==> src/rtl/tls_pkg.sv <==
// Shared types, constants and saturating helpers for the text line statistics block.
// No dependencies; used by every module under rtl/.
package tls_pkg;

   localparam int COUNT_BITS = 32;
   localparam int NUM_DELIMS = 7;
   localparam int STAT_BITS  = 5;
   localparam int VALUE_BITS = 32;
   localparam int ENC_BITS   = 3;

   typedef logic [COUNT_BITS-1:0] count_type;
   typedef logic [STAT_BITS-1:0]  stat_id_type;

   // Statistic identifiers, in emission order
   localparam stat_id_type STAT_LINES    = 5'd0;
   localparam stat_id_type STAT_LF       = 5'd1;
   localparam stat_id_type STAT_CRLF     = 5'd2;
   localparam stat_id_type STAT_MAXLEN   = 5'd3;
   localparam stat_id_type STAT_LENSUM   = 5'd4;
   localparam stat_id_type STAT_EMPTY    = 5'd5;
   localparam stat_id_type STAT_ASCII    = 5'd6;
   localparam stat_id_type STAT_NONASCII = 5'd7;
   localparam stat_id_type STAT_COMMA    = 5'd8;
   localparam stat_id_type STAT_SPACE    = 5'd14;
   localparam stat_id_type STAT_ENCODING = 5'd15;
   localparam stat_id_type STAT_BOM      = 5'd16;
   localparam stat_id_type STAT_BYTES    = 5'd17;

   // Encoding codes
   localparam logic [ENC_BITS-1:0] ENC_ASCII    = 3'd0;
   localparam logic [ENC_BITS-1:0] ENC_UTF8     = 3'd1;
   localparam logic [ENC_BITS-1:0] ENC_UTF8_BOM = 3'd2;
   localparam logic [ENC_BITS-1:0] ENC_U16_LE   = 3'd3;
   localparam logic [ENC_BITS-1:0] ENC_U16_BE   = 3'd4;

   // Characters of interest
   localparam logic [7:0] CHAR_LF    = 8'h0A;
   localparam logic [7:0] CHAR_CR    = 8'h0D;
   localparam logic [7:0] BOM8_0     = 8'hEF;
   localparam logic [7:0] BOM8_1     = 8'hBB;
   localparam logic [7:0] BOM8_2     = 8'hBF;
   localparam logic [7:0] BOM16_FF   = 8'hFF;
   localparam logic [7:0] BOM16_FE   = 8'hFE;

   // Delimiters: comma, semicolon, colon, equals, tab, pipe, space
   localparam logic [NUM_DELIMS-1:0][7:0] DELIM_CHARS =
      {8'h20, 8'h7C, 8'h09, 8'h3D, 8'h3A, 8'h3B, 8'h2C};

   // Counter state handed from the front to the back at end of file
   typedef struct packed {
      count_type                       bytes;
      count_type                       newlines;
      count_type                       crlfs;
      count_type                       cur_len;
      count_type                       longest;
      count_type                       len_sum;
      count_type                       empties;
      count_type                       high_bytes;
      logic [NUM_DELIMS-1:0][COUNT_BITS-1:0] delims;
      logic [23:0]                     lead;
      logic                            final_nl;
   } snap_type;

   function automatic count_type sat_inc(input count_type a);
      return (&a) ? a : a + COUNT_BITS'(1);
   endfunction

   function automatic count_type sat_add(input count_type a, input count_type b);
      logic [COUNT_BITS:0] s;
      s = {1'b0, a} + {1'b0, b};
      return s[COUNT_BITS] ? '1 : s[COUNT_BITS-1:0];
   endfunction

   // Clamp a counter to the 32-bit report width
   function automatic logic [VALUE_BITS-1:0] clamp_value(input count_type v);
      logic [COUNT_BITS+VALUE_BITS-1:0] w;
      w = {{VALUE_BITS{1'b0}}, v};
      if (w[COUNT_BITS+VALUE_BITS-1:VALUE_BITS] != '0) begin
         return '1;
      end
      return w[VALUE_BITS-1:0];
   endfunction

endpackage

==> src/rtl/tls_front.sv <==
// Front end: accepts bytes and updates the running per-file counters.
// Depends on tls_pkg; hands a counter snapshot to tls_queue at end of file.
module tls_front (
   input  logic              clock,
   input  logic              reset,
   input  logic              byte_valid,
   input  logic [7:0]        data_byte,
   input  logic              end_of_file,
   input  logic              queue_full,
   output logic              byte_ready,
   output logic              snap_push,
   output tls_pkg::snap_type snap_data
);

   tls_pkg::count_type bytes_ff, bytes_in;
   tls_pkg::count_type nl_ff, nl_in;
   tls_pkg::count_type crlf_ff, crlf_in;
   tls_pkg::count_type cur_ff, cur_in;
   tls_pkg::count_type longest_ff, longest_in;
   tls_pkg::count_type sum_ff, sum_in;
   tls_pkg::count_type empty_ff, empty_in;
   tls_pkg::count_type high_ff, high_in;
   logic [tls_pkg::NUM_DELIMS-1:0][tls_pkg::COUNT_BITS-1:0] delim_ff, delim_in;
   logic [23:0]        lead_ff, lead_in;
   logic               prev_cr_ff, prev_cr_in;

   logic               take;
   logic               is_nl;
   tls_pkg::count_type trimmed_len;

   assign byte_ready = !queue_full;
   assign take       = byte_valid && byte_ready;
   assign is_nl      = (data_byte == tls_pkg::CHAR_LF);

   // Counter values after this byte
   always_comb begin
      bytes_in   = tls_pkg::sat_inc(bytes_ff);
      high_in    = data_byte[7] ? tls_pkg::sat_inc(high_ff) : high_ff;
      lead_in    = lead_ff;
      if (bytes_ff < tls_pkg::COUNT_BITS'(3)) begin
         case (bytes_ff[1:0])
            2'd0:    lead_in[7:0]   = data_byte;
            2'd1:    lead_in[15:8]  = data_byte;
            default: lead_in[23:16] = data_byte;
         endcase
      end
      for (int k = 0; k < tls_pkg::NUM_DELIMS; k++) begin
         delim_in[k] = (data_byte == tls_pkg::DELIM_CHARS[k]) ?
                       tls_pkg::sat_inc(delim_ff[k]) : delim_ff[k];
      end

      // Strip a carriage return that ends the line
      trimmed_len = (prev_cr_ff && cur_ff != '0) ? cur_ff - tls_pkg::COUNT_BITS'(1) : cur_ff;
      nl_in      = nl_ff;
      crlf_in    = crlf_ff;
      sum_in     = sum_ff;
      longest_in = longest_ff;
      empty_in   = empty_ff;
      cur_in     = tls_pkg::sat_inc(cur_ff);
      if (is_nl) begin
         nl_in      = tls_pkg::sat_inc(nl_ff);
         crlf_in    = (prev_cr_ff && cur_ff != '0) ? tls_pkg::sat_inc(crlf_ff) : crlf_ff;
         sum_in     = tls_pkg::sat_add(sum_ff, trimmed_len);
         longest_in = (trimmed_len > longest_ff) ? trimmed_len : longest_ff;
         empty_in   = (trimmed_len == '0) ? tls_pkg::sat_inc(empty_ff) : empty_ff;
         cur_in     = '0;
      end
      prev_cr_in = (data_byte == tls_pkg::CHAR_CR);
   end

   assign snap_push           = take && end_of_file;
   assign snap_data.bytes      = bytes_in;
   assign snap_data.newlines   = nl_in;
   assign snap_data.crlfs      = crlf_in;
   assign snap_data.cur_len    = cur_in;
   assign snap_data.longest    = longest_in;
   assign snap_data.len_sum    = sum_in;
   assign snap_data.empties    = empty_in;
   assign snap_data.high_bytes = high_in;
   assign snap_data.delims     = delim_in;
   assign snap_data.lead       = lead_in;
   assign snap_data.final_nl   = is_nl;

   always_ff @(posedge clock) begin
      if (reset || snap_push) begin
         bytes_ff   <= '0;
         nl_ff      <= '0;
         crlf_ff    <= '0;
         cur_ff     <= '0;
         longest_ff <= '0;
         sum_ff     <= '0;
         empty_ff   <= '0;
         high_ff    <= '0;
         delim_ff   <= '0;
         lead_ff    <= '0;
         prev_cr_ff <= 1'b0;
      end else if (take) begin
         bytes_ff   <= bytes_in;
         nl_ff      <= nl_in;
         crlf_ff    <= crlf_in;
         cur_ff     <= cur_in;
         longest_ff <= longest_in;
         sum_ff     <= sum_in;
         empty_ff   <= empty_in;
         high_ff    <= high_in;
         delim_ff   <= delim_in;
         lead_ff    <= lead_in;
         prev_cr_ff <= prev_cr_in;
      end
   end

endmodule

==> src/rtl/tls_queue.sv <==
// Two-entry snapshot queue between the counting front and the reporting back.
// Depends on tls_pkg for the snapshot type.
module tls_queue (
   input  logic              clock,
   input  logic              reset,
   input  logic              push,
   input  tls_pkg::snap_type push_data,
   input  logic              pop,
   output logic              full,
   output logic              not_empty,
   output tls_pkg::snap_type head
);

   tls_pkg::snap_type entry_ff [2];
   logic       wr_ptr_ff, rd_ptr_ff;
   logic [1:0] count_ff;

   assign full      = (count_ff == 2'd2);
   assign not_empty = (count_ff != 2'd0);
   assign head      = entry_ff[rd_ptr_ff];

   always_ff @(posedge clock) begin
      if (push) begin
         entry_ff[wr_ptr_ff] <= push_data;
      end
   end

   always_ff @(posedge clock) begin
      if (reset) begin
         wr_ptr_ff <= 1'b0;
         rd_ptr_ff <= 1'b0;
         count_ff  <= 2'd0;
      end else begin
         if (push) begin
            wr_ptr_ff <= !wr_ptr_ff;
         end
         if (pop) begin
            rd_ptr_ff <= !rd_ptr_ff;
         end
         case ({push, pop})
            2'b10:   count_ff <= count_ff + 2'd1;
            2'b01:   count_ff <= count_ff - 2'd1;
            default: count_ff <= count_ff;
         endcase
      end
   end

endmodule

==> src/rtl/tls_back.sv <==
// Back end: settles the final line and walks one snapshot out as 18 statistics.
// Depends on tls_pkg; reads the head of tls_queue and drives the result register.
module tls_back (
   input  logic                          clock,
   input  logic                          reset,
   input  logic                          snap_valid,
   input  tls_pkg::snap_type             snap,
   output logic                          snap_pop,
   output logic                          rsp_valid,
   input  logic                          rsp_ready,
   output tls_pkg::stat_id_type          rsp_id,
   output logic [tls_pkg::VALUE_BITS-1:0] rsp_value,
   output logic                          rsp_last
);

   tls_pkg::stat_id_type          idx_ff;
   logic                          valid_ff;
   tls_pkg::stat_id_type          id_ff;
   logic [tls_pkg::VALUE_BITS-1:0] value_ff;
   logic                          last_ff;

   logic                          load;
   logic                          at_last;
   tls_pkg::count_type            stat_value;
   tls_pkg::count_type            hi_nl;
   logic [tls_pkg::ENC_BITS-1:0]  enc;
   logic [2:0]                    delim_sel;

   assign load     = snap_valid && (!valid_ff || rsp_ready);
   assign at_last  = (idx_ff == tls_pkg::STAT_BYTES);
   assign snap_pop = load && at_last;

   assign rsp_valid = valid_ff;
   assign rsp_id    = id_ff;
   assign rsp_value = value_ff;
   assign rsp_last  = last_ff;

   // Encoding from the leading bytes
   always_comb begin
      if (snap.bytes >= tls_pkg::COUNT_BITS'(3) && snap.lead[7:0] == tls_pkg::BOM8_0 &&
          snap.lead[15:8] == tls_pkg::BOM8_1 && snap.lead[23:16] == tls_pkg::BOM8_2) begin
         enc = tls_pkg::ENC_UTF8_BOM;
      end else if (snap.bytes >= tls_pkg::COUNT_BITS'(2) &&
                   snap.lead[7:0] == tls_pkg::BOM16_FF &&
                   snap.lead[15:8] == tls_pkg::BOM16_FE) begin
         enc = tls_pkg::ENC_U16_LE;
      end else if (snap.bytes >= tls_pkg::COUNT_BITS'(2) &&
                   snap.lead[7:0] == tls_pkg::BOM16_FE &&
                   snap.lead[15:8] == tls_pkg::BOM16_FF) begin
         enc = tls_pkg::ENC_U16_BE;
      end else begin
         enc = (snap.high_bytes == '0) ? tls_pkg::ENC_ASCII : tls_pkg::ENC_UTF8;
      end
   end

   assign hi_nl     = tls_pkg::sat_add(snap.high_bytes, snap.newlines);
   assign delim_sel = 3'(idx_ff - tls_pkg::STAT_COMMA);

   always_comb begin
      case (idx_ff) inside
         tls_pkg::STAT_LINES:
            stat_value = snap.final_nl ? snap.newlines : tls_pkg::sat_inc(snap.newlines);
         tls_pkg::STAT_LF:
            stat_value = (snap.newlines > snap.crlfs) ? snap.newlines - snap.crlfs : '0;
         tls_pkg::STAT_CRLF:
            stat_value = snap.crlfs;
         tls_pkg::STAT_MAXLEN:
            stat_value = (!snap.final_nl && snap.cur_len > snap.longest) ?
                         snap.cur_len : snap.longest;
         tls_pkg::STAT_LENSUM:
            stat_value = snap.final_nl ? snap.len_sum :
                         tls_pkg::sat_add(snap.len_sum, snap.cur_len);
         tls_pkg::STAT_EMPTY:
            stat_value = snap.empties;
         tls_pkg::STAT_ASCII:
            stat_value = (snap.bytes > hi_nl) ? snap.bytes - hi_nl : '0;
         tls_pkg::STAT_NONASCII:
            stat_value = snap.high_bytes;
         [tls_pkg::STAT_COMMA:tls_pkg::STAT_SPACE]:
            stat_value = snap.delims[delim_sel];
         tls_pkg::STAT_ENCODING:
            stat_value = tls_pkg::COUNT_BITS'(enc);
         tls_pkg::STAT_BOM:
            stat_value = (enc >= tls_pkg::ENC_UTF8_BOM) ? tls_pkg::COUNT_BITS'(1) : '0;
         default:
            stat_value = snap.bytes;
      endcase
   end

   always_ff @(posedge clock) begin
      if (reset) begin
         idx_ff   <= tls_pkg::STAT_LINES;
         valid_ff <= 1'b0;
      end else begin
         if (load) begin
            idx_ff   <= at_last ? tls_pkg::STAT_LINES : idx_ff + 5'd1;
            valid_ff <= 1'b1;
         end else if (rsp_ready) begin
            valid_ff <= 1'b0;
         end
      end
   end

   always_ff @(posedge clock) begin
      if (load) begin
         id_ff    <= idx_ff;
         value_ff <= tls_pkg::clamp_value(stat_value);
         last_ff  <= at_last;
      end
   end

endmodule

==> src/rtl/text_line_statistics.sv <==
// Text line statistics: top level joining the counting front, snapshot queue and report back.
// Depends on tls_pkg, tls_front, tls_queue and tls_back.
//
// The block takes a file one byte per transaction on the req_ stream, with req_tlast on the
// final byte, and keeps byte, line-feed, CRLF, line length, empty line, high byte and
// delimiter counts, all saturating. The final byte of a file leaves its counters as a
// snapshot in a two-deep queue and clears them, so the next file may start on the very next
// cycle. The report side drains one snapshot as 18 rsp_ transactions in id order (lines,
// lf, crlf, maxlen, lensum, empty, ascii, nonascii, seven delimiters, encoding, bom, bytes),
// one per cycle while rsp_tready is high, rsp_tlast on the last. Input rate is one byte per
// cycle; req_tready drops only while both queue entries hold undelivered reports, i.e. when
// files shorter than a report arrive back to back or rsp_ stalls. Reset needs no clearing pass.
module text_line_statistics (
   input  logic        clock,
   input  logic        reset,
   // byte input
   input  logic        req_tvalid,
   output logic        req_tready,
   input  logic [7:0]  req_tdata,   // [7:0] data_byte
   input  logic        req_tlast,   // end_of_file
   // statistics output
   output logic        rsp_tvalid,
   input  logic        rsp_tready,
   output logic [39:0] rsp_tdata,   // [4:0] stat_id, [36:5] stat_value, [39:37] zero
   output logic        rsp_tlast    // run_last
);

   tls_pkg::snap_type             push_snap;
   tls_pkg::snap_type             head_snap;
   logic                          push;
   logic                          pop;
   logic                          q_full;
   logic                          q_valid;
   tls_pkg::stat_id_type          stat_id;
   logic [tls_pkg::VALUE_BITS-1:0] stat_value;

   // Counting front: one byte per transaction
   tls_front u_front (
      .clock       (clock),
      .reset       (reset),
      .byte_valid  (req_tvalid),
      .data_byte   (req_tdata),
      .end_of_file (req_tlast),
      .queue_full  (q_full),
      .byte_ready  (req_tready),
      .snap_push   (push),
      .snap_data   (push_snap)
   );

   // Per-file snapshots waiting to be reported
   tls_queue u_queue (
      .clock     (clock),
      .reset     (reset),
      .push      (push),
      .push_data (push_snap),
      .pop       (pop),
      .full      (q_full),
      .not_empty (q_valid),
      .head      (head_snap)
   );

   // Report back: 18 statistics per snapshot through a registered output
   tls_back u_back (
      .clock      (clock),
      .reset      (reset),
      .snap_valid (q_valid),
      .snap       (head_snap),
      .snap_pop   (pop),
      .rsp_valid  (rsp_tvalid),
      .rsp_ready  (rsp_tready),
      .rsp_id     (stat_id),
      .rsp_value  (stat_value),
      .rsp_last   (rsp_tlast)
   );

   assign rsp_tdata = {3'b000, stat_value, stat_id};

endmodule

==> config.mk <==
export PLATFORM = sky130hd
export DESIGN_NAME = text_line_statistics
export DESIGN_NICKNAME = d
export VERILOG_FILES = /design/src/rtl/tls_pkg.sv /design/src/rtl/tls_front.sv /design/src/rtl/tls_queue.sv /design/src/rtl/tls_back.sv /design/src/rtl/text_line_statistics.sv
export SDC_FILE = /design/constraint.sdc
export NUM_CORES = 2
export LEC_CHECK = 0
export ABC_AREA = 1
export BUFFER_PORTS_ARGS = -buffer_cell sky130_fd_sc_hd__buf_2
export CORE_ASPECT_RATIO = 0.5
export CORE_MARGIN = 2
export CORE_UTILIZATION = 58
export DETAILED_ROUTE_END_ITERATION = 8
export MAX_ROUTING_LAYER = met4
export PLACE_DENSITY = 0.8
export REMOVE_ABC_BUFFERS = 1
export SETUP_SLACK_MARGIN = 0.5
export SYNTH_ARGS = -nofsm -noshare
export SYNTH_HDL_FRONTEND = slang
export SYNTH_HIERARCHICAL = 1
export SYNTH_SLANG_ARGS = --single-unit
==> constraint.sdc <==
create_clock -name clock -period 35 [get_ports clock]
set_clock_uncertainty 0.05 [all_clocks]
set_input_delay 10.5 -clock clock [delete_from_list [all_inputs] [get_ports clock]]
set_output_delay 10.5 -clock clock [all_outputs]
set_load 0.1 [all_outputs]
Word-level counts from Yosys, hierarchy flattened
Memory sizes are Yosys's and may differ from the RTL's. A register that Yosys moved wholly into a read port is not among the register bits.
Index checks and enable logic that the tools add are counted.

storage, ports and cells
  memories kept = 1
  flip-flop bits (word level) = 553
  output and inout port bits = 43
  memory bits (writable) = 1,010
  input port bits = 13
  logic and storage cells = 205

cells by class
  reductions and logical operators = 44
  add/sub/neg operators = 24
  multiplexer cells = 70
  eq/ne operators = 30
  order comparisons = 11

memory list
  memory            depth  bits a word  read ports  clocked after memory_dff  write ports  RTL line         source
  u_queue.entry_ff  2      505          1           1                         1            tls_queue.sv:14  tls_pkg::snap_type entry_ff [2];

operators by type and width
  kind                   number
  $mux 32                52
  $add 32x1->32 const B  14
  $reduce_and 32->1      14
  $gt 32x32->1           4
  $add 32x32->33         3
  $bmux 32 s3            1
  $ge 32x2->1 const B    2
  $logic_not 32->1       2
  $sub 32x32->32         2
  $eq 8x8->1 const B     7
  $eq 8x6->1 const B     5
  $lt 32x2->1 const B    1
  $reduce_bool 32->1     1
  $sub 32x1->32 const B  1
  $eq 8x4->1 const B     3
  $mux 24                1
  $mux 8                 3
  $eq 5x3->1 const B     4
  $logic_and 1x1->1      14
  $eq 5x2->1 const B     2
  $eq 5x5->1 const B     2
  $mux 3                 3
  $eq 8x7->1 const B     1
  $mux 1                 8
  20 further kinds       29

Depth between registers and ports, before layout
  depth in word-level cells = 19
  depth in mapped cells = 40
  mapped depth without buffers = 35

By module
Netlist, hierarchy kept.

by module, submodules not included
  module                seq. area each (um^2)  cells an instance  times used  area each (um^2)
  tls_queue             30,429.2               1,604              1           38,615.8
  tls_front             10,109.7               5,903              1           36,099.6
  tls_back              1,261.2                3,034              1           16,926.2
  text_line_statistics  0.0                    4                  1           26.3

Worst setup path before layout
Ideal clock, no wire load.

  kind = input port to flip-flop
  start point = input req_tvalid
  end point = memory u_queue/entry_ff[0][0] in the netlist's numbering, enable pin
  data arrival time = 32,033 ps
  stages = 6
  setup time = 1,395 ps
  slack = 1,521 ps
  path buffers = 0
  data required time = 33,555 ps
  cell sequence = nand2_1 > inv_2 > nand2_1 > inv_1 > inv_1 > nor2_1

between the ends
  longest elaborated chain between the ends = 4

RTL lines
  item                          RTL line                    source
  start, declared               text_line_statistics.sv:17  input logic req_tvalid,
  $logic_and 1x1->1             tls_front.sv:32             assign take = byte_valid && byte_ready;
  $logic_and 1x1->1             tls_front.sv:71             assign snap_push = take && end_of_file;
  net push                      text_line_statistics.sv:30  logic push;
  $mux 1                        tls_queue.sv:23             if (push) begin
  $mux 1 (not written as such)  tls_queue.sv:24             entry_ff[wr_ptr_ff] <= push_data;
  end, declared                 tls_queue.sv:14

The timed path passes the listed nets, and every way through them passes these cells.

Worst setup path in the final report
  start point = input req_tvalid
  end point = memory u_queue/entry_ff[0][365] in the netlist's numbering, enable pin

Same word-level chain as after synthesis.

==> flow_results.org <==
** Routing
- Antenna Nets Post-Route :: 0
- Via count :: 75100
- Sum of routed wire length over all layers :: 267 mm
- Dividing the detail-routed wire length by the instance count gives 21.1 um.
- Routed via count divided by cell count :: 5.94
- In the routed design, unresolved DRC markers number 0.
- Number of design-rule violations left by the first detailed-router iteration :: 9321
- The first detailed-routing pass took 8 iterations.

** Synthesis
- Library cells used by synthesis :: 78
- Instance count of the mapped netlist :: 10500
- Synth area leader :: edfxtp_1
- Yosys printed 6 warnings.
- A synthesized cell averages 8.69 sq um.
- Number of enable flip-flop cells after synthesis :: 1048
- Cell types occupying the most area after synthesis :: edfxtp_1 (34%), dfxtp_1 (11%), mux2_4 (7.4%)
- The most used flip-flop cell after synthesis is edfxtp_1.
- After synthesis the cells add up to 91700 sq um.
- Area share of the leading cell type in the synthesized netlist :: 34.3%
- Fraction of the yosys area taken by sequential cells :: 45.6%
- Flip-flop and latch count after synthesis :: 1564
- Of all flip-flops after synthesis, the portion carrying an async set or reset was 0%.

** Worst setup path
- Start point of the critical path :: req_tvalid
- STA puts the critical path data required time at 35.36 ns.
- Startpoint class of the critical path :: input port
- Largest fanout of any net on the critical path :: 111
- Critical path capture point type :: flop
- The critical path is of the input port to flop type.
- Arrival time at the worst endpoint :: 15.85 ns

** STA
- Maximum clock frequency :: 64.6 MHz
- Final worst setup slack :: 19.51 ns
- Setup violations, final :: 0
- Max-slew violation count :: 0
- Pin slew with the least headroom to its limit :: 1.27 ns
- Post-Route Setup TNS :: 0 ns
- Fin. Hold Viols :: 0
- Setup repair after global routing left no endpoint under its margin.
- Min cycle time layout :: 15.49 ns
- Final period utilization :: 44.2%
- Headroom to the max-slew limit came out at 15.0%.

** Global route
- The number of antenna violations at the first check in global routing is 4.
- Leftover overflow at the end of global routing :: 0
- Wire length of the first global-routing pass :: 404 mm
- Vias in the first global route :: 69500
- Entering global routing, the biggest net connects 168 pins.
- Global routing used 33.1% of the available tracks across all layers.

** Power and ir drop
- Overall power consumption after layout is estimated at 0.00456 W.
- Fraction of power consumed by sequential logic :: 46.5%
- Cell internal pwr :: 0.00324 W
- Part of the power in the clock network :: 36.6%
- In this run the power density over the cells is 46.6 nW/um^2.
- Net switching is 29.0% of the power.
- Switching power total :: 0.00132 W
- Power share of the combinational group :: 16.9%
- Leak Pwr :: 41.6 nW
- Max rail drop VDD :: 0.0000374 V

** Clock network
- Cts repair resizes :: 0
- The number of setup buffers added after CTS is 0.
- Clock-pin slew was measured on the worst setup and hold paths at 0.06 ns.
- At the later pin of the worst-skew pair, clock insertion delay measures 0.81 ns.
- The clock tree synthesis step divided the H-tree into 4 levels.
- The tree is rooted in a clkbuf_16.
- The clock passes through at most 4 buffers.
- Hold repair after CTS inserted 0 buffers.
- TritonCTS built the clock tree.
- TritonCTS sink count :: 1564
- Clock tree synthesis inserted a total of 151 buffers.

** Finish
- Count of filler cells inserted in the layout :: 13000
- For this run, the share of the core covered by cells in the final layout is 62.3%.
- The finished cells cover 98000 sq um.
- Relative to the synthesized area, the layout overhead comes to 6.86%.
- Multi-input logic area :: 42200 sq um
- The post-route netlist has 9.93% of its cells at a drive strength greater than 1.
- Final #Nets :: 10700
- Register area :: 41800 sq um

** Place
- Routability-driven placement congestion ratio :: 1.05
- The wire-length estimate of the detail-placed layout is 191 mm.
- Dpl cell area :: 93000 sq um
- Before CTS, the worst setup slack after placement is 18.86 ns.
- Port buffering added 52 buffers.

** Job
- Max capacitance violation total :: 0

** Hold path
- Origin of the worst min-delay path :: u_back/rsp_valid$_SDFFE_PP0P_
- Worst min path class :: flop to flop

** Status
- Run status :: finished clean

** Floorplanning
- Row cnt :: 103
- Die X :: 566 um
- For this configuration, the core starts out at a cell density of 58.3%.
- 56 I/O pins were placed.
- Core area :: 157000 sq um
- Die extent in y :: 285 um
- The floorplan step defined a die boundary enclosing 161000 sq um.
[state kept, by name, summed over array words and instances (netlist names), 24 cells and up, named ones only]
name / count
u_front/sum_ff: 32
u_front/lead_ff: 24
u_front/high_ff: 32
u_queue/entry_ff: 1010
u_front/bytes_ff: 32
u_front/crlf_ff: 32
u_front/cur_ff: 32
u_front/empty_ff: 32
u_back/rsp_value: 32
u_front/longest_ff: 32
u_front/delim_ff: 224
u_front/nl_ff: 32
[Yosys cell counts, types with 25 or more instances]
cell type / count
o21ai_0: 918
nor4_1: 96
mux2_4: 450
o21ai_1: 48
a211oi_1: 36
a31oi_1: 25
buf_6: 43
or2_2: 48
o211ai_1: 88
inv_1: 1433
xnor2_1: 62
dfxtp_1: 516
edfxtp_1: 1048
nand2_1: 1673
ha_1: 248
o21bai_1: 25
mux2_2: 55
a21oi_1: 670
xor2_1: 398
nor2_1: 1168
nand4_1: 211
nand3_1: 428
nor3_1: 209
clkbuf_1: 252
buf_2: 58
[routing by layer]
layer	vias up	routed length, um	GRT usage (%)
met5	-	0	-
met4	0	12900	14.1
met3	598	25200	4.64
met2	3725	120000	51.0
met1	35500	109000	43.9
li1	35200	-	-
[kinds of logic after synthesis]
| group | after synthesis | share of synthesized area (%) |
|---|---|---|
| buffers and inverters | 1874 | 8.41 |
| and+or+nand+nor | 3965 | 18.7 |
| muxes | 505 | 8.05 |
| xor gates and xnor gates | 460 | 4.40 |
| AOI/OAI and AO/OA | 1923 | 11.3 |
| adders and majority gates | 253 | 3.49 |
| DFF | 1564 | 45.6 |
| other | 1 | 0.00409 |
[worst paths after layout]
path | endpoint | slack (ns) | cells past startpoint
worst min register to register | u_back/rsp_valid$_SDFFE_PP0P_ | 0.46 | 2
worst max-delay path | u_queue/entry_ff[0][365]$_DFFE_PP_ | 19.51 | 10
worst min-delay path | u_back/rsp_valid$_SDFFE_PP0P_ | 0.46 | 2
worst max register to register | u_back/rsp_value[8]$_DFFE_PP_ | 26.11 | 34
[placed cells by master (no fill, tap or decap), types with 52 or more instances in the layout]
cell type  instances
a21oi_1          669
nor4_1            96
mux2_2            55
nor2_1          1164
ha_1             248
buf_2             52
o211ai_1          88
nand2_1         1671
inv_1           1430
dfxtp_1          513
xor2_1           398
mux2_4           450
clkbuf_16        152
xnor2_1           62
nor3_1           207
nand4_1          211
edfxtp_1        1048
nand3_1          428
o21ai_0          918
buf_4             65
[power groups by stage]
stage	Sequential, W	Clock (W)	Combinational [W]
floorplan	0.00221	0	0.000506
global placement	0.00215	0	0.000732
detailed placement	0.00216	0	0.000746
CTS	0.00212	0.00169	0.000752
global route	0.00213	0.00176	0.000830
finish	0.00212	0.00167	0.000771
[layout make-up]
cell class | count | share of cell area [%]
Multi-Input combinational cell | 7109 | 43.1
Sequential cell | 1564 | 42.7
Antenna cell | 2 | 0.00511
Tap cell | 2100 | 2.68
Clock buffer | 189 | 4.12
Clock inverter | 76 | 0.903
Inverter | 1467 | 5.64
Timing Repair Buffer | 122 | 0.866
[critical path, stage by stage]
cell and delay, ns:
buf_2 0.10, nand2_4 0.42, inv_8 0.87, nand2_1 0.27
inv_1 0.16, inv_1 0.09, nor2_4 0.76, buf_4 0.81
buf_4 0.99, buf_4 0.67
[per-stage QoR]
step | std cells | hold slack, ns
final | 12600 | 0.460
after floorplan | 10100 | 0.422
after detailed placement | 12400 | 0.447
after CTS | 12600 | 0.461
after global placement | 12400 | 0.443
after global routing | 12600 | 0.486
No activity file was read; power rests on OpenSTA's default activity.
